--- src/rtl/pem_pkg.sv ---
// Shared types and constants for the pulse energy meter.
// No dependencies; every other file but pem_bit_div refers to it by scoped names.
package pem_pkg;

    // Fixed field widths
    localparam int PPK_W    = 16;
    localparam int VOLT_W   = 14;
    localparam int MS_W     = 32;
    localparam int ENERGY_W = 64;
    localparam int PROD1_W  = PPK_W + VOLT_W;
    localparam int PROD_W   = PROD1_W + MS_W;
    localparam int CFG_IDX_W = 3;

    // Default module parameters
    localparam int FRAC_BITS_DEF    = 32;
    localparam int CURRENT_BITS_DEF = 20;

    // Energy adder digit size
    localparam int DIGIT_W        = 4;
    localparam int ENERGY_DIGITS  = ENERGY_W / DIGIT_W;

    // mA numerator: 3600000 s*mA/kWh scale times 1000 ms times 1e4 (dV)
    localparam int CUR_NUM_W = 46;
    localparam logic [CUR_NUM_W-1:0] CUR_NUM = 46'd36000000000000;

    // Register indexes
    localparam logic [CFG_IDX_W-1:0] REG_PPK          = 3'd0;
    localparam logic [CFG_IDX_W-1:0] REG_START_ENERGY = 3'd1;
    localparam logic [CFG_IDX_W-1:0] REG_REPORT_STEP  = 3'd2;
    localparam logic [CFG_IDX_W-1:0] REG_VOLTAGE      = 3'd3;
    localparam logic [CFG_IDX_W-1:0] REG_EDGE_MODE    = 3'd4;
    localparam logic [CFG_IDX_W-1:0] REG_CURRENT_EN   = 3'd5;
    localparam logic [CFG_IDX_W-1:0] REG_REPORT_EN    = 3'd6;

    // Register reset values
    localparam logic [PPK_W-1:0]    PPK_RST    = 16'd1000;
    localparam logic [ENERGY_W-1:0] STEP_RST   = 64'h0000_0001_0000_0000;
    localparam logic [VOLT_W-1:0]   VOLT_RST   = 14'd2300;

    typedef enum logic [2:0] {
        ST_IDLE,
        ST_MUL,
        ST_CUR,
        ST_WAIT,
        ST_ENERGY,
        ST_DONE
    } pem_state_t;

    // Status of the serial energy unit
    typedef struct packed {
        logic done;
        logic crossed;
    } pem_energy_stat_t;

endpackage

--- src/rtl/pem_bit_div.sv ---
// Restoring divider producing one quotient bit per cycle.
// Uses no package items; instantiated twice by the top level.
module pem_bit_div #(
    parameter int DW = 16,
    parameter int QW = 33
) (
    input  logic          clk,
    input  logic          rst_n,
    input  logic          start,
    input  logic [DW-1:0] rem_init,
    input  logic [QW-1:0] num_lo,
    input  logic [DW-1:0] divisor,
    output logic          busy,
    output logic [QW-1:0] quotient
);

    localparam int CNT_W = (QW > 1) ? $clog2(QW) : 1;

    logic          busy_reg, busy_next;
    logic [CNT_W-1:0] cnt_reg, cnt_next;
    logic [DW-1:0] rem_reg, rem_next;
    logic [DW-1:0] div_reg, div_next;
    logic [QW-1:0] num_reg, num_next;
    logic [QW-1:0] q_reg, q_next;
    logic [DW:0]   shifted;
    logic [DW:0]   diff;
    logic          fits;

    assign shifted = {rem_reg, num_reg[QW-1]};
    assign fits    = shifted >= {1'b0, div_reg};
    assign diff    = shifted - {1'b0, div_reg};

    always_comb
    begin
        busy_next = busy_reg;
        cnt_next  = cnt_reg;
        rem_next  = rem_reg;
        div_next  = div_reg;
        num_next  = num_reg;
        q_next    = q_reg;
        if (start)
        begin
            busy_next = 1'b1;
            cnt_next  = CNT_W'(QW - 1);
            rem_next  = rem_init;
            div_next  = divisor;
            num_next  = num_lo;
        end
        else if (busy_reg)
        begin
            // shift in the next dividend bit, subtract when it fits
            rem_next = fits ? diff[DW-1:0] : shifted[DW-1:0];
            num_next = {num_reg[QW-2:0], 1'b0};
            q_next   = {q_reg[QW-2:0], fits};
            cnt_next = cnt_reg - 1'b1;
            if (cnt_reg == '0)
            begin
                busy_next = 1'b0;
            end
        end
    end

    always_ff @(posedge clk or negedge rst_n)
    begin
        if (!rst_n)
        begin
            busy_reg <= 1'b0;
            cnt_reg  <= '0;
        end
        else
        begin
            busy_reg <= busy_next;
            cnt_reg  <= cnt_next;
        end
    end

    always_ff @(posedge clk)
    begin
        rem_reg <= rem_next;
        div_reg <= div_next;
        num_reg <= num_next;
        q_reg   <= q_next;
    end

    assign busy     = busy_reg;
    assign quotient = q_reg;

endmodule

--- src/rtl/pem_energy_acc.sv ---
// Digit-serial energy accumulator: saturating add and report-step compare.
// Depends on pem_pkg for widths and the status struct.
module pem_energy_acc (
    input  logic                          clk,
    input  logic                          rst_n,
    input  logic                          load,
    input  logic [pem_pkg::ENERGY_W-1:0]  load_value,
    input  logic                          start,
    input  logic [pem_pkg::ENERGY_W-1:0]  inc,
    input  logic [pem_pkg::ENERGY_W-1:0]  step,
    output logic [pem_pkg::ENERGY_W-1:0]  acc,
    output pem_pkg::pem_energy_stat_t     stat
);

    localparam int EW    = pem_pkg::ENERGY_W;
    localparam int DW    = pem_pkg::DIGIT_W;
    localparam int CNT_W = $clog2(pem_pkg::ENERGY_DIGITS);

    logic [EW-1:0]    acc_reg, acc_next;
    logic [EW-1:0]    lr_reg, lr_next;
    logic [EW-1:0]    inc_reg, inc_next;
    logic [EW-1:0]    step_reg, step_next;
    logic [CNT_W-1:0] cnt_reg, cnt_next;
    logic             busy_reg, busy_next;
    logic             c_acc_reg, c_acc_next;
    logic             c_thr_reg, c_thr_next;
    logic             le_reg, le_next;
    logic             done_reg, done_next;
    logic             crossed_reg, crossed_next;
    logic [DW:0]      sum_d;
    logic [DW:0]      thr_d;
    logic [EW-1:0]    acc_rot;
    logic [EW-1:0]    lr_rot;

    assign sum_d = {1'b0, acc_reg[DW-1:0]} + {1'b0, inc_reg[DW-1:0]} + {{DW{1'b0}}, c_acc_reg};
    assign thr_d = {1'b0, lr_reg[DW-1:0]} + {1'b0, step_reg[DW-1:0]} + {{DW{1'b0}}, c_thr_reg};
    assign acc_rot = {sum_d[DW-1:0], acc_reg[EW-1:DW]};
    assign lr_rot  = {lr_reg[DW-1:0], lr_reg[EW-1:DW]};

    always_comb
    begin
        acc_next     = acc_reg;
        lr_next      = lr_reg;
        inc_next     = inc_reg;
        step_next    = step_reg;
        cnt_next     = cnt_reg;
        busy_next    = busy_reg;
        c_acc_next   = c_acc_reg;
        c_thr_next   = c_thr_reg;
        le_next      = le_reg;
        done_next    = 1'b0;
        crossed_next = crossed_reg;
        // digit compare, least significant first: later digits override
        if (thr_d[DW-1:0] < sum_d[DW-1:0])
        begin
            le_next = 1'b1;
        end
        else if (thr_d[DW-1:0] > sum_d[DW-1:0])
        begin
            le_next = 1'b0;
        end
        if (load)
        begin
            acc_next = load_value;
            lr_next  = load_value;
        end
        else if (start)
        begin
            inc_next   = inc;
            step_next  = step;
            cnt_next   = '0;
            busy_next  = 1'b1;
            c_acc_next = 1'b0;
            c_thr_next = 1'b0;
            le_next    = 1'b1;
        end
        else if (busy_reg)
        begin
            inc_next   = {{DW{1'b0}}, inc_reg[EW-1:DW]};
            step_next  = {{DW{1'b0}}, step_reg[EW-1:DW]};
            c_acc_next = sum_d[DW];
            c_thr_next = thr_d[DW];
            cnt_next   = cnt_reg + 1'b1;
            acc_next   = acc_rot;
            lr_next    = lr_rot;
            if (cnt_reg == CNT_W'(pem_pkg::ENERGY_DIGITS - 1))
            begin
                // last digit: saturate, then decide on the report step
                busy_next    = 1'b0;
                done_next    = 1'b1;
                acc_next     = sum_d[DW] ? '1 : acc_rot;
                crossed_next = !thr_d[DW] && (sum_d[DW] || le_next);
                if (crossed_next)
                begin
                    lr_next = acc_next;
                end
            end
        end
        else
        begin
            le_next = le_reg;
        end
    end

    always_ff @(posedge clk or negedge rst_n)
    begin
        if (!rst_n)
        begin
            acc_reg     <= '0;
            lr_reg      <= '0;
            cnt_reg     <= '0;
            busy_reg    <= 1'b0;
            done_reg    <= 1'b0;
            crossed_reg <= 1'b0;
        end
        else
        begin
            acc_reg     <= acc_next;
            lr_reg      <= lr_next;
            cnt_reg     <= cnt_next;
            busy_reg    <= busy_next;
            done_reg    <= done_next;
            crossed_reg <= crossed_next;
        end
    end

    always_ff @(posedge clk)
    begin
        inc_reg   <= inc_next;
        step_reg  <= step_next;
        c_acc_reg <= c_acc_next;
        c_thr_reg <= c_thr_next;
        le_reg    <= le_next;
    end

    assign acc          = acc_reg;
    assign stat.done    = done_reg;
    assign stat.crossed = crossed_reg;

endmodule

--- src/rtl/pulse_energy_meter_unit.sv ---
// Top level of the pulse energy meter: configuration, edge detection, control.
// Depends on pem_pkg, pem_bit_div and pem_energy_acc.
//
//  channel  | handshake             | payload
//  ---------+-----------------------+------------------------------------------
//  input    | in_valid / in_stall   | pulse_level
//  output   | out_valid / out_stall | line_level pulse_seen energy_total
//           |                       | energy_report current_ma current_valid
//  config   | cfg_we                | cfg_index cfg_data
//
// A tick without a pulse goes from IDLE straight to DONE. A pulse tick steps through
// MUL, CUR, WAIT, ENERGY and DONE: the bit-serial increment divider (FRAC_BITS + 1
// steps) runs alongside the current multiply and divider (CURRENT_BITS steps), then
// the energy adder walks 64 bits in 4-bit digits.
// One request is worked on at a time; a new request is taken while the previous
// result still sits in the output register, and the result waits there until out_stall
// drops. Reset loads the register defaults and clears the energy to zero; no sweep.
module pulse_energy_meter_unit #(
    parameter int FRAC_BITS    = pem_pkg::FRAC_BITS_DEF,
    parameter int CURRENT_BITS = pem_pkg::CURRENT_BITS_DEF
) (
    input  logic                              clk,
    input  logic                              rst_n,
    // configuration write port
    input  logic                              cfg_we,
    input  logic [pem_pkg::CFG_IDX_W-1:0]     cfg_index,
    input  logic [pem_pkg::ENERGY_W-1:0]      cfg_data,
    // tick requests
    input  logic                              in_valid,
    output logic                              in_stall,
    input  logic                              pulse_level,
    // results
    output logic                              out_valid,
    input  logic                              out_stall,
    output logic                              line_level,
    output logic                              pulse_seen,
    output logic [pem_pkg::ENERGY_W-1:0]      energy_total,
    output logic                              energy_report,
    output logic [CURRENT_BITS-1:0]           current_ma,
    output logic                              current_valid
);

    localparam int EW      = pem_pkg::ENERGY_W;
    localparam int INC_W   = FRAC_BITS + 1;
    localparam int PROD_W  = pem_pkg::PROD_W;
    localparam int PROD1_W = pem_pkg::PROD1_W;
    localparam logic [CURRENT_BITS-1:0] CUR_MAX = '1;
    // any divisor at or below this limit gives a quotient that saturates
    localparam logic [PROD_W-1:0] SAT_LIMIT = PROD_W'(pem_pkg::CUR_NUM >> CURRENT_BITS);

    // configuration registers
    logic [pem_pkg::PPK_W-1:0]  ppk_reg;
    logic [EW-1:0]              step_reg;
    logic [pem_pkg::VOLT_W-1:0] volt_reg;
    logic                       edge_mode_reg;
    logic                       cur_en_reg;
    logic                       rep_en_reg;

    // tracking state
    pem_pkg::pem_state_t        state_reg, state_next;
    logic                       prev_level_reg;
    logic [pem_pkg::MS_W-1:0]   ms_reg;
    logic [pem_pkg::MS_W-1:0]   interval_reg;
    logic [CURRENT_BITS-1:0]    last_cur_reg;
    logic [PROD1_W-1:0]         prod1_reg;
    logic [PROD_W-1:0]          prod_reg;
    logic                       cur_sat_reg;

    // staged result fields
    logic                       res_level_reg;
    logic                       res_pulse_reg;
    logic                       res_report_reg;
    logic                       res_cvalid_reg;

    // output register
    logic                       out_valid_reg;
    logic                       line_level_reg;
    logic                       pulse_seen_reg;
    logic [EW-1:0]              energy_total_reg;
    logic                       energy_report_reg;
    logic [CURRENT_BITS-1:0]    current_ma_reg;
    logic                       current_valid_reg;

    // control
    logic                       accept;
    logic                       pulse_now;
    logic                       busy_c;
    logic                       inc_start;
    logic                       cur_start;
    logic                       e_start;
    logic                       out_load;
    logic                       out_free;
    logic                       divs_idle;
    logic                       cur_sat_now;
    logic [pem_pkg::PPK_W-1:0]  ppk_eff;

    // unit connections
    logic                       inc_busy;
    logic [INC_W-1:0]           inc_q;
    logic                       cur_busy;
    logic [CURRENT_BITS-1:0]    cur_q;
    logic [EW-1:0]              acc;
    pem_pkg::pem_energy_stat_t  e_stat;
    logic                       e_load;

    assign ppk_eff   = (ppk_reg == '0) ? pem_pkg::PPK_W'(1) : ppk_reg;
    assign accept    = in_valid && !in_stall;
    assign out_free  = !out_valid_reg || !out_stall;
    assign divs_idle = !inc_busy && !cur_busy;
    assign e_load    = cfg_we && (cfg_index == pem_pkg::REG_START_ENERGY);

    // polled mode counts a falling edge, interrupt mode a rising edge
    assign pulse_now = edge_mode_reg ? (!prev_level_reg && pulse_level)
                                     : (prev_level_reg && !pulse_level);

    // zero divisor (zero interval or voltage) and oversize quotients saturate
    assign cur_sat_now = (prod_reg == '0) || (prod_reg <= SAT_LIMIT);

    // next state
    always_comb
    begin
        state_next = state_reg;
        case (state_reg)
            pem_pkg::ST_IDLE:
            begin
                if (accept)
                begin
                    state_next = pulse_now ? pem_pkg::ST_MUL : pem_pkg::ST_DONE;
                end
            end
            pem_pkg::ST_MUL:    state_next = pem_pkg::ST_CUR;
            pem_pkg::ST_CUR:    state_next = pem_pkg::ST_WAIT;
            pem_pkg::ST_WAIT:
            begin
                if (divs_idle)
                begin
                    state_next = pem_pkg::ST_ENERGY;
                end
            end
            pem_pkg::ST_ENERGY:
            begin
                if (e_stat.done)
                begin
                    state_next = pem_pkg::ST_DONE;
                end
            end
            pem_pkg::ST_DONE:
            begin
                if (out_free)
                begin
                    state_next = pem_pkg::ST_IDLE;
                end
            end
            default:            state_next = pem_pkg::ST_IDLE;
        endcase
    end

    // state outputs
    always_comb
    begin
        busy_c    = 1'b1;
        inc_start = 1'b0;
        cur_start = 1'b0;
        e_start   = 1'b0;
        out_load  = 1'b0;
        case (state_reg)
            pem_pkg::ST_IDLE:
            begin
                busy_c    = 1'b0;
                inc_start = accept && pulse_now;
            end
            pem_pkg::ST_MUL:    busy_c = 1'b1;
            pem_pkg::ST_CUR:    cur_start = cur_en_reg && !cur_sat_now;
            pem_pkg::ST_WAIT:   e_start = divs_idle;
            pem_pkg::ST_ENERGY: busy_c = 1'b1;
            pem_pkg::ST_DONE:   out_load = out_free;
            default:            busy_c = 1'b1;
        endcase
    end

    assign in_stall = busy_c;

    // configuration writes
    always_ff @(posedge clk or negedge rst_n)
    begin
        if (!rst_n)
        begin
            ppk_reg       <= pem_pkg::PPK_RST;
            step_reg      <= pem_pkg::STEP_RST;
            volt_reg      <= pem_pkg::VOLT_RST;
            edge_mode_reg <= 1'b0;
            cur_en_reg    <= 1'b0;
            rep_en_reg    <= 1'b0;
        end
        else if (cfg_we)
        begin
            case (cfg_index)
                pem_pkg::REG_PPK:         ppk_reg       <= cfg_data[pem_pkg::PPK_W-1:0];
                pem_pkg::REG_REPORT_STEP: step_reg      <= cfg_data;
                pem_pkg::REG_VOLTAGE:     volt_reg      <= cfg_data[pem_pkg::VOLT_W-1:0];
                pem_pkg::REG_EDGE_MODE:   edge_mode_reg <= cfg_data[0];
                pem_pkg::REG_CURRENT_EN:  cur_en_reg    <= cfg_data[0];
                pem_pkg::REG_REPORT_EN:   rep_en_reg    <= cfg_data[0];
                default:                  ppk_reg       <= ppk_reg;
            endcase
        end
    end

    // sequencing and tracking state
    always_ff @(posedge clk or negedge rst_n)
    begin
        if (!rst_n)
        begin
            state_reg         <= pem_pkg::ST_IDLE;
            prev_level_reg    <= 1'b1;
            ms_reg            <= '0;
            last_cur_reg      <= '0;
            out_valid_reg     <= 1'b0;
        end
        else
        begin
            state_reg <= state_next;
            if (accept)
            begin
                prev_level_reg <= pulse_level;
                // restart the interval on a pulse, else count up and hold at the top
                if (pulse_now)
                begin
                    ms_reg <= '0;
                end
                else if (ms_reg != '1)
                begin
                    ms_reg <= ms_reg + 1'b1;
                end
            end
            if (e_start && cur_en_reg)
            begin
                last_cur_reg <= cur_sat_reg ? CUR_MAX : cur_q;
            end
            if (out_load)
            begin
                out_valid_reg <= 1'b1;
            end
            else if (!out_stall)
            begin
                out_valid_reg <= 1'b0;
            end
        end
    end

    // datapath and result staging
    always_ff @(posedge clk)
    begin
        if (accept)
        begin
            res_level_reg  <= pulse_level;
            res_pulse_reg  <= pulse_now;
            res_report_reg <= 1'b0;
            res_cvalid_reg <= 1'b0;
            interval_reg   <= ms_reg;
            prod1_reg      <= PROD1_W'(ppk_eff) * PROD1_W'(volt_reg);
        end
        if (state_reg == pem_pkg::ST_MUL)
        begin
            prod_reg <= PROD_W'(prod1_reg) * PROD_W'(interval_reg);
        end
        if (state_reg == pem_pkg::ST_CUR)
        begin
            cur_sat_reg <= cur_sat_now;
        end
        if (e_start)
        begin
            res_cvalid_reg <= cur_en_reg;
        end
        if ((state_reg == pem_pkg::ST_ENERGY) && e_stat.done)
        begin
            res_report_reg <= e_stat.crossed && rep_en_reg;
        end
        if (out_load)
        begin
            line_level_reg    <= res_level_reg;
            pulse_seen_reg    <= res_pulse_reg;
            energy_total_reg  <= acc;
            energy_report_reg <= res_report_reg;
            current_ma_reg    <= last_cur_reg;
            current_valid_reg <= res_cvalid_reg;
        end
    end

    // increment: floor(2^FRAC_BITS / pulses_per_kwh)
    pem_bit_div #(
        .DW (pem_pkg::PPK_W),
        .QW (INC_W)
    ) u_inc_div (
        .clk      (clk),
        .rst_n    (rst_n),
        .start    (inc_start),
        .rem_init ('0),
        .num_lo   (INC_W'(1) << FRAC_BITS),
        .divisor  (ppk_eff),
        .busy     (inc_busy),
        .quotient (inc_q)
    );

    // current: low CURRENT_BITS quotient bits; the upper part is known to be zero
    pem_bit_div #(
        .DW (PROD_W),
        .QW (CURRENT_BITS)
    ) u_cur_div (
        .clk      (clk),
        .rst_n    (rst_n),
        .start    (cur_start),
        .rem_init (SAT_LIMIT),
        .num_lo   (pem_pkg::CUR_NUM[CURRENT_BITS-1:0]),
        .divisor  (prod_reg),
        .busy     (cur_busy),
        .quotient (cur_q)
    );

    pem_energy_acc u_energy (
        .clk        (clk),
        .rst_n      (rst_n),
        .load       (e_load),
        .load_value (cfg_data),
        .start      (e_start),
        .inc        (EW'(inc_q)),
        .step       (step_reg),
        .acc        (acc),
        .stat       (e_stat)
    );

    assign out_valid     = out_valid_reg;
    assign line_level    = line_level_reg;
    assign pulse_seen    = pulse_seen_reg;
    assign energy_total  = energy_total_reg;
    assign energy_report = energy_report_reg;
    assign current_ma    = current_ma_reg;
    assign current_valid = current_valid_reg;

endmodule

--- config.mk ---
export PLATFORM = sky130hd
export DESIGN_NAME = pulse_energy_meter_unit
export DESIGN_NICKNAME = d
export VERILOG_FILES = /design/src/rtl/pem_pkg.sv /design/src/rtl/pem_bit_div.sv /design/src/rtl/pem_energy_acc.sv /design/src/rtl/pulse_energy_meter_unit.sv
export SDC_FILE = /design/constraint.sdc
export NUM_CORES = 2
export LEC_CHECK = 0
export BUFFER_PORTS_ARGS = -buffer_cell sky130_fd_sc_hd__buf_2
export CAP_MARGIN = 10
export CORE_MARGIN = 4
export CORE_UTILIZATION = 51
export DETAILED_ROUTE_END_ITERATION = 7
export PLACE_DENSITY = 0.67
export SLEW_MARGIN = 20
export SYNTH_ARGS = -nofsm -noshare
export SYNTH_HDL_FRONTEND = slang
export SYNTH_SLANG_ARGS = --single-unit
--- constraint.sdc ---
create_clock -name clk -period 13.4 [get_ports clk]
set_input_delay 0.67 -clock clk [delete_from_list [all_inputs] [get_ports clk]]
set_output_delay 0.67 -clock clk [all_outputs]
set_load 0.01 [all_outputs]
==> metrics <==
placed cells=9440; hpwl dp=140000 microns; Netlist Area Pre-Place=75700 sq um; Tcrit/Tclk final=63.9%; WS Path Type=flop to flop; GRT overflow=0; Setup TNS=0 ns; Fin Clk Skew=0.0777 ns; Core ar.=148000 sq um; Final min period=8.56 ns; drt wl/cell=20.8 microns; Worst Path Max Fanout=30; Post-CTS Resized=0; final slew viol count=0; Yosys cell types=84; crit path DAT=8.94 ns; syn_area_per_cell=9.86 sq um; Final Hold Viols=0; most frequent cells in the layout=inv_1 (1180), nand2_1 (1047), fa_1 (1007); final setup fails=0; antenna violations before repair=8; Root Buffer=clkbuf_16; Seq cells post-synth=835; GRT Resource Usage Total=26.0%; clock sink count=835; Achievable Freq=117 MHz; via density per instance=5.65; CTS tree=done; Synth Instances=7682; sequential share of the synthesized area=30.0%; # rows=141; hold crit path type=input port to asynchronous set/reset pin; starting density of the core=51.3%; CTS Hold Bufs=0; FILL cells=12700; synthesis-to-layout area growth=7.02%; first-pass GRT wire length=320000 microns; TritonCTS buffer count=83; Post-synth EDFFs=448; IO Pins=163; worst setup path start=interval_reg[27]$_DFFE_PP_; Synthesis Warnings=0; CTS max path bufs=3; Worst slew margin=28.8%; CP endpoint kind=flop; Die Wd=393 microns; Die Span Y=393 microns; R2R Setup Slk=4.84 ns; Setup Buffers After CTS=0; Skew-Pair Late Insertion Delay=0.71 ns; most common cell after layout, fill and taps aside=inv_1; Worst Tran Pin Value=1.07 ns; crit path launch type=flop; DR vias=54200; Port Buf Inserts=162; Final ANT Viol Nets=0; non-filler cells, final=9603; prevailing post-synth register cell=edfxtp_1; DRC viols=0; die area=155000 sq um; share of layout cells above drive strength 1=7.25%; DRT Pass-1 Iters=5; clk slew on worst S/H paths=0.06 ns; largest net degree at the start of global routing=106; vias in the first global route=57500; final wirelength=199000 microns; Hold WS=0.0290 ns; ys async rst share=36.2%; initial drt markers=4169; WP data required=13.77 ns; H-tree levels=3; final RePlAce weighted congestion=0.911; # nets final=9114; total nets after synthesis=9200; worst r2r src=interval_reg[27]$_DFFE_PP_; unrepaired setup endpoints after global routing=no; outcome=finished clean; max_cap viols=0
[Yosys cell counts, types with 11 or more instances]
cell type	count	area share (%)
a211oi_1	46	0.46
a21o_1	100	0.99
a21oi_1	211	1.4
a31oi_1	91	0.75
and2_1	683	5.6
and3_1	25	0.21
clkbuf_1	415	2.1
dfrtp_1	287	9.5
dfstp_2	15	0.52
dfxtp_1	85	2.2
edfxtp_1	448	18
fa_1	1007	27
ha_1	438	7.2
inv_1	1181	5.9
mux2_2	100	1.5
mux2i_1	61	0.81
nand2_1	1051	5.2
nand2b_1	25	0.21
nand3_1	70	0.46
nand4_1	54	0.45
nor2_1	392	1.9
nor2b_1	37	0.31
nor3_1	120	0.79
nor4_1	26	0.21
o211ai_1	82	0.81
o21a_1	14	0.14
o21ai_0	140	0.93
o21ai_1	11	0.073
o21bai_1	27	0.27
o22ai_1	13	0.11
or2_2	11	0.091
or3_1	80	0.66
xnor2_1	112	1.3
xor2_1	70	0.81
[final cells by class]
type	count	area [sq um]	share of cell area, %
Antenna cell	7	17.5	0.0216
Tap cell	1930	2410	2.98
Sequential cell	835	22700	28.0
Multi-Input combinational cell	5232	47000	58.0
Clock inverter	31	382	0.471
Inverter	1184	4450	5.49
Clock buffer	124	2460	3.03
Timing Repair Buffer	260	1580	1.95
[stage by stage]
step / setup WS (ns) / utilization (%) / cell area, sq um
global placement: 4.89 / 52.9 / 78200
floorplan: 5.82 / - / 75700
finish: 4.84 / 54.9 / 81100
global route: 4.49 / 54.9 / 81000
CTS: 4.91 / 54.9 / 81000
detailed placement: 4.99 / 52.9 / 78200
[kinds of logic (layout without fill, tap and decap cells)]
family	count (synthesis)	count (layout)	synth area share [%]
adder cells (fa/ha/maj)	1445	1445	33.9
AO/OA/AOI/OAI	828	828	7.04
other	0	7	0
AND/OR/NAND/NOR	2616	2616	16.7
flip-flops	835	835	30.0
buffers and inverters	1615	1599	8.04
multiplexers	161	161	2.29
XOR/XNOR	182	182	2.10
[worst paths after layout]
| path | end | depth (start not counted) |
|---|---|---|
| min in group clk | res_level_reg$_DFFE_PP_ | 1 |
| max | prod_reg[56]$_DFFE_PP_ | 24 |
| min | last_cur_reg[6]$_DFFE_PN0P_ | 1 |
| max in group asynchronous | volt_reg[8]$_DFFE_PN0P_ | 3 |
| min reg2reg | u_cur_div.div_reg[31]$_DFFE_PP_ | 0 |
| max reg2reg | prod_reg[56]$_DFFE_PP_ | 24 |
[critical path, cell delays in order, from the launching register on]
cell       delay, ns
edfxtp_1        0.32
buf_4           0.41
nand2_1         0.16
fa_1            0.54
fa_1            0.54
fa_1            0.56
fa_1            0.52
inv_1           0.05
fa_1            0.57
fa_1            0.44
fa_1            0.49
inv_1           0.05
fa_1            0.50
inv_1           0.05
ha_1            0.37
a21o_1          0.24
o21bai_1        0.19
nor4_1          0.31
nand3_1         0.17
a31oi_1         0.47
a21oi_1         0.22
or2_2           0.33
a2111oi_0       0.46
a21oi_1         0.09
xor2_1          0.16
[layer usage]
metal / up-vias / global-route usage (%) / part of all wire, % / wire [microns]
met5: - / 0 / 0 / 0
met4: 0 / 10.3 / 4.4 / 8780
met3: 471 / 3.76 / 6.4 / 12700
met2: 1969 / 43.2 / 48 / 95100
met1: 27500 / 34.6 / 41 / 82700
li1: 24300 / - / - / -
Power is not shown: default switching activity piles up to over one toggle a cycle in this logic, so the estimate is an artifact.
